[src/rtl/core/jsu_pkg.sv]
// shared types, character codes and helpers for the json string unescaper
`default_nettype none

package jsu_pkg;

    localparam int MAX_RES = 6;
    localparam int CNT_W   = $clog2(MAX_RES + 1);

    localparam logic [7:0] CH_BSLASH = 8'h5C;
    localparam logic [7:0] CH_QUOTE  = 8'h22;
    localparam logic [7:0] CH_N      = 8'h6E;
    localparam logic [7:0] CH_R      = 8'h72;
    localparam logic [7:0] CH_U      = 8'h75;
    localparam logic [7:0] CH_LF     = 8'h0A;
    localparam logic [7:0] CH_CR     = 8'h0D;

    localparam logic [7:0] UTF_CONT  = 8'h80;
    localparam logic [7:0] UTF_LEAD2 = 8'hC0;
    localparam logic [7:0] UTF_LEAD3 = 8'hE0;

    // bytes produced by one input transfer, lowest index goes out first
    typedef struct packed {
        logic [MAX_RES-1:0][7:0] bytes;
        logic [CNT_W-1:0]        count;
        logic                    last;
    } res_t;

    // bit 4 set means not a hex digit
    function automatic logic [4:0] hex_value(input logic [7:0] b);
        logic [4:0] v;
        v = 5'h10;
        if (b >= 8'h30 && b <= 8'h39) begin
            v = {1'b0, 4'(b - 8'h30)};
        end
        else if (b >= 8'h61 && b <= 8'h66) begin
            v = {1'b0, 4'(b - 8'h57)};
        end
        else if (b >= 8'h41 && b <= 8'h46) begin
            v = {1'b0, 4'(b - 8'h37)};
        end
        return v;
    endfunction

endpackage

`default_nettype wire

[src/rtl/core/jsu_decode.sv]
// escape state and single-pass decode of one input byte into up to six result bytes
`default_nettype none

module jsu_decode
    import jsu_pkg::*;
(
    input  wire logic       clk,
    input  wire logic       rst_n,
    input  wire logic       accept,
    input  wire logic [7:0] in_byte,
    input  wire logic       in_last,
    output res_t            res
);

    typedef enum logic [5:0] {
        PH_IDLE = 6'b000001,
        PH_ESC  = 6'b000010,
        PH_U0   = 6'b000100,
        PH_U1   = 6'b001000,
        PH_U2   = 6'b010000,
        PH_U3   = 6'b100000
    } phase_t;

    phase_t           phase_reg, phase_next;
    logic [11:0]      code_reg, code_next;
    logic [2:0][7:0]  held_reg, held_next;

    logic [4:0]       hex;
    logic [15:0]      cp;

    function automatic logic [1:0] held_count(input phase_t p);
        logic [1:0] c;
        case (p)
            PH_U1:   c = 2'd1;
            PH_U2:   c = 2'd2;
            PH_U3:   c = 2'd3;
            default: c = 2'd0;
        endcase
        return c;
    endfunction

    function automatic logic in_hex(input phase_t p);
        return (p == PH_U0) || (p == PH_U1) || (p == PH_U2) || (p == PH_U3);
    endfunction

    assign hex = hex_value(in_byte);
    assign cp  = {code_reg, hex[3:0]};

    always_comb
    begin
        logic [MAX_RES-1:0][7:0] bytes;
        logic [CNT_W-1:0]        n;
        logic [1:0]              hc;

        bytes      = '0;
        n          = '0;
        phase_next = phase_reg;
        code_next  = code_reg;
        held_next  = held_reg;
        hc         = held_count(phase_reg);

        case (phase_reg)
            PH_ESC:
            begin
                phase_next = PH_IDLE;
                if (in_byte == CH_N) begin
                    bytes[n] = CH_LF; n = n + 1'b1;
                end
                else if (in_byte == CH_R) begin
                    bytes[n] = CH_CR; n = n + 1'b1;
                end
                else if (in_byte == CH_QUOTE || in_byte == CH_BSLASH) begin
                    bytes[n] = in_byte; n = n + 1'b1;
                end
                else if (in_byte == CH_U) begin
                    phase_next = PH_U0;
                    code_next  = '0;
                end
                else begin
                    bytes[n] = CH_BSLASH; n = n + 1'b1;
                    bytes[n] = in_byte;   n = n + 1'b1;
                end
            end
            PH_U0, PH_U1, PH_U2, PH_U3:
            begin
                if (hex[4]) begin
                    // replay the open escape, then the byte as plain input
                    bytes[n] = CH_BSLASH; n = n + 1'b1;
                    bytes[n] = CH_U;      n = n + 1'b1;
                    for (int k = 0; k < 3; k++) begin
                        if (2'(k) < hc) begin
                            bytes[n] = held_reg[k]; n = n + 1'b1;
                        end
                    end
                    if (in_byte == CH_BSLASH) begin
                        phase_next = PH_ESC;
                    end
                    else begin
                        bytes[n]   = in_byte; n = n + 1'b1;
                        phase_next = PH_IDLE;
                    end
                end
                else if (phase_reg == PH_U3) begin
                    phase_next = PH_IDLE;
                    if (cp[15:7] == '0) begin
                        bytes[n] = {1'b0, cp[6:0]}; n = n + 1'b1;
                    end
                    else if (cp[15:11] == '0) begin
                        bytes[n] = UTF_LEAD2 | {3'b000, cp[10:6]}; n = n + 1'b1;
                        bytes[n] = UTF_CONT  | {2'b00, cp[5:0]};   n = n + 1'b1;
                    end
                    else begin
                        bytes[n] = UTF_LEAD3 | {4'b0000, cp[15:12]}; n = n + 1'b1;
                        bytes[n] = UTF_CONT  | {2'b00, cp[11:6]};    n = n + 1'b1;
                        bytes[n] = UTF_CONT  | {2'b00, cp[5:0]};     n = n + 1'b1;
                    end
                end
                else begin
                    held_next[hc] = in_byte;
                    code_next     = {code_reg[7:0], hex[3:0]};
                    case (phase_reg)
                        PH_U0:   phase_next = PH_U1;
                        PH_U1:   phase_next = PH_U2;
                        default: phase_next = PH_U3;
                    endcase
                end
            end
            default:
            begin
                phase_next = PH_IDLE;
                if (in_byte == CH_BSLASH) begin
                    phase_next = PH_ESC;
                end
                else begin
                    bytes[n] = in_byte; n = n + 1'b1;
                end
            end
        endcase

        // end of string: flush whatever escape is still open
        if (in_last && phase_next != PH_IDLE) begin
            bytes[n] = CH_BSLASH; n = n + 1'b1;
            if (in_hex(phase_next)) begin
                bytes[n] = CH_U; n = n + 1'b1;
                for (int k = 0; k < 3; k++) begin
                    if (2'(k) < held_count(phase_next)) begin
                        bytes[n] = held_next[k]; n = n + 1'b1;
                    end
                end
            end
            phase_next = PH_IDLE;
        end

        res.bytes = bytes;
        res.count = n;
        res.last  = in_last;
    end

    always_ff @(posedge clk or negedge rst_n)
    begin
        if (!rst_n) begin
            phase_reg <= PH_IDLE;
            code_reg  <= '0;
        end
        else if (accept) begin
            phase_reg <= phase_next;
            code_reg  <= code_next;
        end
    end

    always_ff @(posedge clk)
    begin
        if (accept) begin
            held_reg <= held_next;
        end
    end

endmodule

`default_nettype wire

[src/rtl/core/jsu_outbuf.sv]
// result register that shifts out one byte per transfer
`default_nettype none

module jsu_outbuf
    import jsu_pkg::*;
(
    input  wire logic       clk,
    input  wire logic       rst_n,
    input  wire logic       load,
    input  wire res_t       res,
    output logic            free,
    output logic            out_valid,
    input  wire logic       out_stall,
    output logic [7:0]      out_byte,
    output logic            out_last
);

    logic [MAX_RES-1:0][7:0] buf_reg, buf_next;
    logic [CNT_W-1:0]        cnt_reg, cnt_next;
    logic                    last_reg, last_next;
    logic                    take;

    assign out_valid = (cnt_reg != '0);
    assign take      = out_valid && !out_stall;
    // room for a new result once the last pending byte leaves
    assign free      = (cnt_reg == '0) || (cnt_reg == CNT_W'(1) && !out_stall);
    assign out_byte  = buf_reg[0];
    assign out_last  = last_reg && (cnt_reg == CNT_W'(1));

    always_comb
    begin
        buf_next  = buf_reg;
        cnt_next  = cnt_reg;
        last_next = last_reg;
        if (load && res.count != '0) begin
            buf_next  = res.bytes;
            cnt_next  = res.count;
            last_next = res.last;
        end
        else if (take) begin
            buf_next = buf_reg >> 8;
            cnt_next = cnt_reg - 1'b1;
        end
    end

    always_ff @(posedge clk or negedge rst_n)
    begin
        if (!rst_n) begin
            cnt_reg  <= '0;
            last_reg <= 1'b0;
        end
        else begin
            cnt_reg  <= cnt_next;
            last_reg <= last_next;
        end
    end

    always_ff @(posedge clk)
    begin
        buf_reg <= buf_next;
    end

endmodule

`default_nettype wire

[src/rtl/core/json_string_unescape_top.sv]
// top level of the streaming json string unescaper
`default_nettype none

// Decodes a JSON escaped byte stream: \n \r \" \\ become single bytes and \uXXXX
// becomes one to three bytes of UTF-8 (surrogates encoded alone). Malformed or
// truncated escapes are passed through literally; in_last closes the string and
// flushes any open escape, and out_last marks the final byte it produces.
// Each input transfer is decoded combinationally into a six-byte result register,
// which drains one byte per cycle on the output while out_stall is low. A byte that
// yields at most one output byte is taken every cycle while out_stall is low; a byte
// that yields more stalls the input until its last output byte leaves, set by the
// single output byte lane. First output byte appears in the cycle after the input
// transfer.
module json_string_unescape_top
    import jsu_pkg::*;
(
    input  wire logic       clk,
    input  wire logic       rst_n,
    input  wire logic       in_valid,
    output logic            in_stall,
    input  wire logic [7:0] in_byte,
    input  wire logic       in_last,
    output logic            out_valid,
    input  wire logic       out_stall,
    output logic [7:0]      out_byte,
    output logic            out_last
);

    res_t res;
    logic free;
    logic accept;

    assign in_stall = !free;
    assign accept   = in_valid && free;

    jsu_decode u_decode (
        .clk     (clk),
        .rst_n   (rst_n),
        .accept  (accept),
        .in_byte (in_byte),
        .in_last (in_last),
        .res     (res)
    );

    jsu_outbuf u_outbuf (
        .clk       (clk),
        .rst_n     (rst_n),
        .load      (accept),
        .res       (res),
        .free      (free),
        .out_valid (out_valid),
        .out_stall (out_stall),
        .out_byte  (out_byte),
        .out_last  (out_last)
    );

    // an empty result register never holds off the input
    a_no_stall_when_empty: assert property (@(posedge clk) disable iff (!rst_n)
        !out_valid |-> !in_stall)
        else $error("input stalled with empty result register");

    // a transfer that makes bytes must show them next cycle
    a_result_shown: assert property (@(posedge clk) disable iff (!rst_n)
        (accept && res.count != '0) |=> out_valid)
        else $error("result bytes lost after input transfer");

    // never more bytes than the result register holds
    a_count_bound: assert property (@(posedge clk) disable iff (!rst_n)
        accept |-> (res.count <= CNT_W'(MAX_RES)))
        else $error("result count exceeds buffer");

endmodule

`default_nettype wire
[config.mk]
export PLATFORM = sky130hd
export DESIGN_NAME = json_string_unescape_top
export DESIGN_NICKNAME = d
export VERILOG_FILES = /design/src/rtl/core/jsu_pkg.sv /design/src/rtl/core/jsu_decode.sv /design/src/rtl/core/jsu_outbuf.sv /design/src/rtl/core/json_string_unescape_top.sv
export SDC_FILE = /design/constraint.sdc
export NUM_CORES = 1
export LEC_CHECK = 0
export CAP_MARGIN = 20
export CORE_MARGIN = 4
export CORE_UTILIZATION = 65
export DETAILED_ROUTE_END_ITERATION = 12
export DONT_BUFFER_PORTS = 1
export PLACE_DENSITY_LB_ADDON = 0.05
export SLEW_MARGIN = 10
export SYNTH_ARGS = -nofsm -noshare
export SYNTH_HDL_FRONTEND = slang
export SYNTH_HIERARCHICAL = 1
export SYNTH_SLANG_ARGS = --single-unit
export TNS_END_PERCENT = 100
[constraint.sdc]
create_clock -name clk -period 9.4 [get_ports clk]
set_clock_uncertainty 0.1 [all_clocks]
set_input_delay 1.41 -clock clk [delete_from_list [all_inputs] [get_ports clk]]
set_output_delay 1.41 -clock clk [all_outputs]
set_load 0.01 [all_outputs]
==> results.yml, run 1 <==
finish:
  drive_gt1_share_pct: 9.419
  area_growth_pct: 3.718
  n_fill_cell: 929
  antenna_cells: 0
  fin_area_um2: 7924
  largest_register_ffs: 40
  nNetsFinal: 939
  fin_cells: 1056
synthesis:
  async_reset_ff_share_pct: 23.40
  netlist_area_um2: 7640
  synth-edff-count: 72
  syn_inst: 951
  synthTopCellsByCount: "nand2_1 (218), o21ai_0 (79), edfxtp_1 (72), a21oi_1 (62), nor2_1 (49)"
  ys_types: 83
  synth_top_area_share_pct: 28.30
  yosysMostFrequentCell: "nand2_1"
  synth_fp_nets: 982
  seq_area_frac_synth_pct: 35.52
  ys_top_cells_by_area: "edfxtp_1 (28%), nand2_1 (11%), dfrtp_1 (6.9%), o21ai_0 (5.2%), a21oi_1 (4.1%)"
  avgSynthCellArea_um2: 8.033
  ys_warn_count: 6
  synthFlopType: "edfxtp_1"
  ys_ff_latch: 94
  yosys.area.top_type: "edfxtp_1"
sta:
  fin_crit_sh_pct: 78.51
  relSlewSlack_pct: 29.61
  min_period_ns: 7.380
  rsz0062_at_grt: "false"
  tightest_slew_ns: 1.045
  totalNegativeSetupSlack_ns: 0
  maxSlewViolCount: 0
  setup_violations: 0
  max_freq_mhz: 135.5
  worst_hold_slack_ns: 0.4001
  timing.final.hold_violations: 0
job:
  maxCapViolations: 0
floorplanning:
  start_util_pct: 66.62
  core_area_um2: 11470
  die_y_um: 116.4
  dieArea_um2: 13550
  die_x_um: 116.4
  num_rows: 39
  io_pins: 24
power_and_ir_drop:
  p_sw_w: 0.0004629
  p_leak_nw: 3.007
  combinationalPowerShare_pct: 22.9
  intPower_w: 0.0009550
  pwr-share-clk_pct: 27.1
  power.total_w: 0.001418
  powerDensity_nw_per_um2: 178.9
  power_frac_seq_pct: 50.0
  vdd_ir_drop_max_v: 0.0002108
  switching_share_pct: 32.65
grt:
  first_global_vias: 6993
  grt_max_degree: 54
  grt_antenna_before_repair: 0
  grt.total_usage_pct: 39.57
  overflow: 0
  grt_first_pass_wirelength_um: 40450
critical_path:
  crit_required_ns: 9.39
  start_kind: "primary input"
  cp.arrival_ns: 7.37
  crit_fanout: 35
  setup.worst_path.end_class: "flop"
  critPathKind: "primary input to flop"
clock_tree:
  numCtsBuffers: 9
  cts_setup_buffers: 0
  postCtsHoldBufs: 0
  clock_path_buffers: 2
  insertion_delay_ns: 0.35
  htreeDepth: 3
  ctsResizeCount: 0
  clkTransAtPathRegs_ns: 0.07
  cts-root-buf: "clkbuf_16"
  cts.sink_count: 94
  cts_tree: "yes"
worst_hold_path:
  hold_path.class: "flop to flop"
detailed_routing:
  routed_wl_um: 26350
  firstDrtPassIters: 6
  wire_per_inst_um: 24.95
  viasPerCell: 7.310
  vias: 7719
  drt_iter0_markers: 1447
  drtAntennaViolNets: 0
  drc: 0
placement:
  gp_congestion: 1.073
  dp_cells: 1036
  place_area_um2: 7575
  portBuffers: 0
  dp_hpwl_um: 19230
outcome:
  status: "complete, no violations"
## metal layers
| layer | part of all wire, % | vias to the layer above | wire length [um] | GRT usage [%] |
|---|---|---|---|---|
| li1 | - | 3355 | - | - |
| met1 | 38 | 3560 | 9926 | 55.58 |
| met2 | 42 | 661 | 10990 | 57.82 |
| met3 | 15 | 143 | 3850 | 8.705 |
| met4 | 6.0 | 0 | 1586 | 19.41 |
| met5 | 0 | - | 0 | 0 |
## critical path, stage by stage
cell	delay, ns
inv_1	0.11
ha_1	0.22
or3b_1	0.40
and3_1	0.28
nor2_1	0.64
o21ai_0	0.30
a21oi_2	0.28
inv_1	0.15
ha_1	0.44
inv_1	0.18
o22ai_1	0.26
a21o_1	0.18
inv_1	0.08
ha_1	0.36
nand2_1	0.06
o21ai_0	0.11
ha_1	0.18
nand2_1	0.06
xnor2_1	0.19
xnor2_1	0.14
o21ai_0	0.19
o31a_2	0.38
or2_2	0.49
buf_12	0.25
## final timing paths
kind | from | to | slack, ns | cells past startpoint
setup / recovery | in_byte[0] | u_outbuf/buf_reg[18]$_DFFE_PP_ | 2.02 | 24
hold / removal | u_outbuf/last_reg$_DFFE_PN0P_ | u_outbuf/last_reg$_DFFE_PN0P_ | 0.40 | 2
setup reg to reg | u_decode/code_reg[7]$_DFFE_PN0P_ | u_outbuf/buf_reg[18]$_DFFE_PP_ | 2.94 | 22
hold reg to reg | u_outbuf/last_reg$_DFFE_PN0P_ | u_outbuf/last_reg$_DFFE_PN0P_ | 0.40 | 2
max in group asynchronous | rst_n | u_decode/phase_reg[0]$_DFFE_PN1P_ | 8.38 | 0
min in group asynchronous | rst_n | u_decode/code_reg[2]$_DFFE_PN0P_ | 0.65 | 0
## layout make-up
| type | instances | area, um^2 | share of cell area (%) |
|---|---|---|---|
| Multi-Input combinational cell | 752 | 4464 | 56.34 |
| Sequential cell | 94 | 2714 | 34.25 |
| Clock buffer | 10 | 229.0 | 2.890 |
| Tap cell | 143 | 178.9 | 2.258 |
| Inverter | 36 | 135.1 | 1.705 |
| Timing Repair Buffer | 15 | 120.1 | 1.516 |
| Clock inverter | 6 | 82.58 | 1.042 |
## metrics by stage
stage / setup WS (ns) / utilization [%]
floorplan: 1.453 / -
global placement: 1.895 / 66.06
detailed placement: 1.580 / 66.06
CTS: 1.896 / 68.77
global route: 1.564 / 69.10
finish: 2.020 / 69.10
## power groups by stage
stage,logic (W),registers [W],clock network [W]
final,0.000325,0.000709,0.000385
after floorplan,0.000275,0.000688,0
after global routing,0.000363,0.000721,0.000405
after global placement,0.000296,0.000712,0
after CTS,0.000309,0.000710,0.000386
after detailed placement,0.000306,0.000718,0
## kinds of logic after synthesis
kind of cell | synth area share (%)
adder cells (fa/ha/maj) | 2.948
multiplexers | 4.242
AO/OA/AOI/OAI | 22.19
buffers and inverters | 6.338
flip-flops | 35.52
AND/OR/NAND/NOR | 26.89
XOR/XNOR | 1.867
## cell usage in the layout, fill, tap and decap left out, types with 7 or more instances in the layout
| master | count |
|---|---|
| buf_4 | 12 |
| dfrtp_1 | 21 |
| nor2b_1 | 7 |
| edfxtp_1 | 72 |
| nor2_1 | 49 |
| inv_1 | 34 |
| nor3_1 | 14 |
| xnor2_1 | 9 |
| and2_1 | 19 |
| nand3_1 | 46 |
| o21ai_0 | 79 |
| ha_1 | 18 |
| a22oi_1 | 8 |
| mux2i_1 | 11 |
| mux2_2 | 19 |
| a211oi_1 | 11 |
| o22ai_1 | 13 |
| nand2b_1 | 7 |
| nor4_1 | 11 |
| o211ai_1 | 7 |
| nand2_1 | 218 |
| and3_1 | 13 |
| a21oi_1 | 62 |
| clkbuf_16 | 9 |
| a31oi_1 | 8 |
Power figures use the tool's default switching activity.
==> inputs of run 2 (changes only) <==
--- a/config.mk
+++ b/config.mk
@@ -7,7 +7,7 @@
 export LEC_CHECK = 0
 export CAP_MARGIN = 20
 export CORE_MARGIN = 4
-export CORE_UTILIZATION = 65
+export CORE_UTILIZATION = 59
 export DETAILED_ROUTE_END_ITERATION = 12
 export DONT_BUFFER_PORTS = 1
 export PLACE_DENSITY_LB_ADDON = 0.05
==> constraint.sdc (replaced) <==
create_clock -name clk -period 6.6 [get_ports clk]
set_clock_uncertainty 0.1 [all_clocks]
set_input_delay 0.99 -clock clk [delete_from_list [all_inputs] [get_ports clk]]
set_output_delay 0.99 -clock clk [all_outputs]
set_load 0.01 [all_outputs]
==> results.yml, run 2 (synthesis results as in run 1) <==
detailed_routing:
  drt_iter0_markers: 1185
  routed_wl_um: 27280
  viasPerCell: 6.986
  vias: 7699
  drc: 0
  firstDrtPassIters: 7
  wire_per_inst_um: 24.76
  drtAntennaViolNets: 0
power_and_ir_drop:
  combinationalPowerShare_pct: 22.7
  p_leak_nw: 3.084
  intPower_w: 0.001317
  powerDensity_nw_per_um2: 245.7
  power_frac_seq_pct: 51.0
  p_sw_w: 0.0006649
  vdd_ir_drop_max_v: 0.0003322
  pwr-share-clk_pct: 26.3
  switching_share_pct: 33.54
  power.total_w: 0.001982
placement:
  portBuffers: 0
  gp_congestion: 1.099
  dp_hpwl_um: 20350
  dp_cells: 1084
  place_area_um2: 7762
critical_path:
  reg2reg_depth: 23
  critPathLaunch: "in_byte[0]"
  critPathKind: "primary input to flop"
  rrSetupSlack_ns: 0.46
  crit_path_end: "u_outbuf/out_byte[2]$_DFFE_PP_"
  crit_required_ns: 6.53
  start_kind: "primary input"
  r2r_start: "u_decode/phase_reg[1]$_DFFE_PN0P_"
  regToRegEndpoint: "u_outbuf/out_byte[2]$_DFFE_PP_"
  cp.arrival_ns: 6.15
  crit_fanout: 48
  setup.worst_path.end_class: "flop"
clock_tree:
  clkTransAtPathRegs_ns: 0.08
  cts-root-buf: "clkbuf_16"
  numCtsBuffers: 9
  htreeDepth: 3
  cts.sink_count: 94
  cts_tree: "yes"
  insertion_delay_ns: 0.37
  clock_path_buffers: 2
grt:
  first_global_vias: 7170
  use_met2_pct: 55.59
  use_met1_pct: 50.68
  grt_first_pass_wirelength_um: 41610
  grt_max_degree: 54
  grt_antenna_before_repair: 0
  grt.total_usage_pct: 37.29
  overflow: 0
  grt_use_met3_pct: 8.217
  grt_busiest_layer: "met2"
finish:
  multi_input_area_um2: 4478
  fin_area_um2: 8069
  largest_register_ffs: 40
  layout_commonest_cell: "nand2_1"
  n_fill_cell: 1123
  drive_gt1_share_pct: 11.40
  fin_cells: 1102
  nNetsFinal: 956
  area_growth_pct: 5.617
  layout_common_cells: "nand2_1 (218), o21ai_0 (79), edfxtp_1 (72)"
  seqCellArea_um2: 2714
  antenna_cells: 0
floorplanning:
  die_y_um: 121.8
  die_x_um: 121.8
  num_rows: 41
  dieArea_um2: 14830
  start_util_pct: 60.29
  core_area_um2: 12670
  io_pins: 24
sta:
  max_freq_mhz: 160.7
  worst_hold_slack_ns: 0.2136
  relSlewSlack_pct: 25.76
  rsz0062_at_grt: "false"
  fin_crit_sh_pct: 94.29
  timing.final.hold_violations: 0
  tightest_slew_ns: 1.108
  maxSlewViolCount: 0
  totalNegativeSetupSlack_ns: 0
  setup_violations: 0
  min_period_ns: 6.223
worst_hold_path:
  hold_path.class: "primary input to asynchronous set/reset pin"
outcome:
  status: "complete, no violations"
job:
  maxCapViolations: 0
==> run 2: layout make-up <==
cell class	instances	share of cell area, %
inverters	36	1.675
multi-input cells	752	55.50
clock buffers	9	2.791
well taps	172	2.667
flip-flops and latches	94	33.63
clock inverters	7	0.7598
repair buffers	32	2.977
==> run 2: how the worst min path moves through the flow <==
| stage | from | end | slack (ns) |
|---|---|---|---|
| final | rst_n | u_decode/code_reg[0]$_DFFE_PN0P_ | 0.21 |
| after floorplan | u_outbuf/last_reg$_DFFE_PN0P_ | u_outbuf/last_reg$_DFFE_PN0P_ | 0.35 |
| after detailed placement | u_outbuf/last_reg$_DFFE_PN0P_ | u_outbuf/last_reg$_DFFE_PN0P_ | 0.36 |
| after global placement | u_outbuf/last_reg$_DFFE_PN0P_ | u_outbuf/last_reg$_DFFE_PN0P_ | 0.36 |
| after CTS | rst_n | u_decode/phase_reg[1]$_DFFE_PN0P_ | 0.21 |
| after global routing | rst_n | u_decode/phase_reg[1]$_DFFE_PN0P_ | 0.21 |
==> run 2: power by group through the flow <==
stage | combinational (W) | clock, W | sequential (W)
CTS | 0.000447 | 0.000528 | 0.00101
global placement | 0.000428 | 0 | 0.00101
finish | 0.000449 | 0.000522 | 0.00101
global route | 0.000503 | 0.000548 | 0.00103
floorplan | 0.000395 | 0 | 0.000976
detailed placement | 0.000446 | 0 | 0.00102
==> run 2: routing by layer <==
layer	wire length, um	up-vias
met3	3489	102
met4	1443	0
met1	10560	3630
met5	0	-
li1	-	3388
met2	11790	579
==> run 2: worst max-delay path, cell delays in order <==
cell and delay (ns):
inv_1 0.12, ha_1 0.21, nand4b_1 0.35, nor3_2 0.28
buf_4 0.19, or3_1 0.22, nor2_8 0.08, a21oi_2 0.20
inv_1 0.14, ha_1 0.43, inv_1 0.19, o22ai_1 0.26
a21o_1 0.18, inv_1 0.08, ha_1 0.35, nand2_1 0.07
o21ai_0 0.14, ha_1 0.20, nand2_1 0.06, xnor2_1 0.20
xnor2_1 0.14, o21ai_0 0.10, buf_4 0.17, o31a_2 0.29
or2_4 0.46
==> run 2: stage by stage <==
stage / utilization (%) / setup WS [ns]
3_5_place_dp: 61.26 / 0.1046
4_1_cts: 63.52 / 0.4544
6_report: 63.68 / 0.3770
5_1_grt: 63.68 / 0.04897
2_1_floorplan: - / 0.06858
3_3_place_gp: 61.26 / 0.4355
==> run 2: repair_timing <==
item	in CTS	in global routing
buffers inserted	0	2
gates resized for setup	0	1
hold buffers	0	0
setup endpoints to repair	0	52
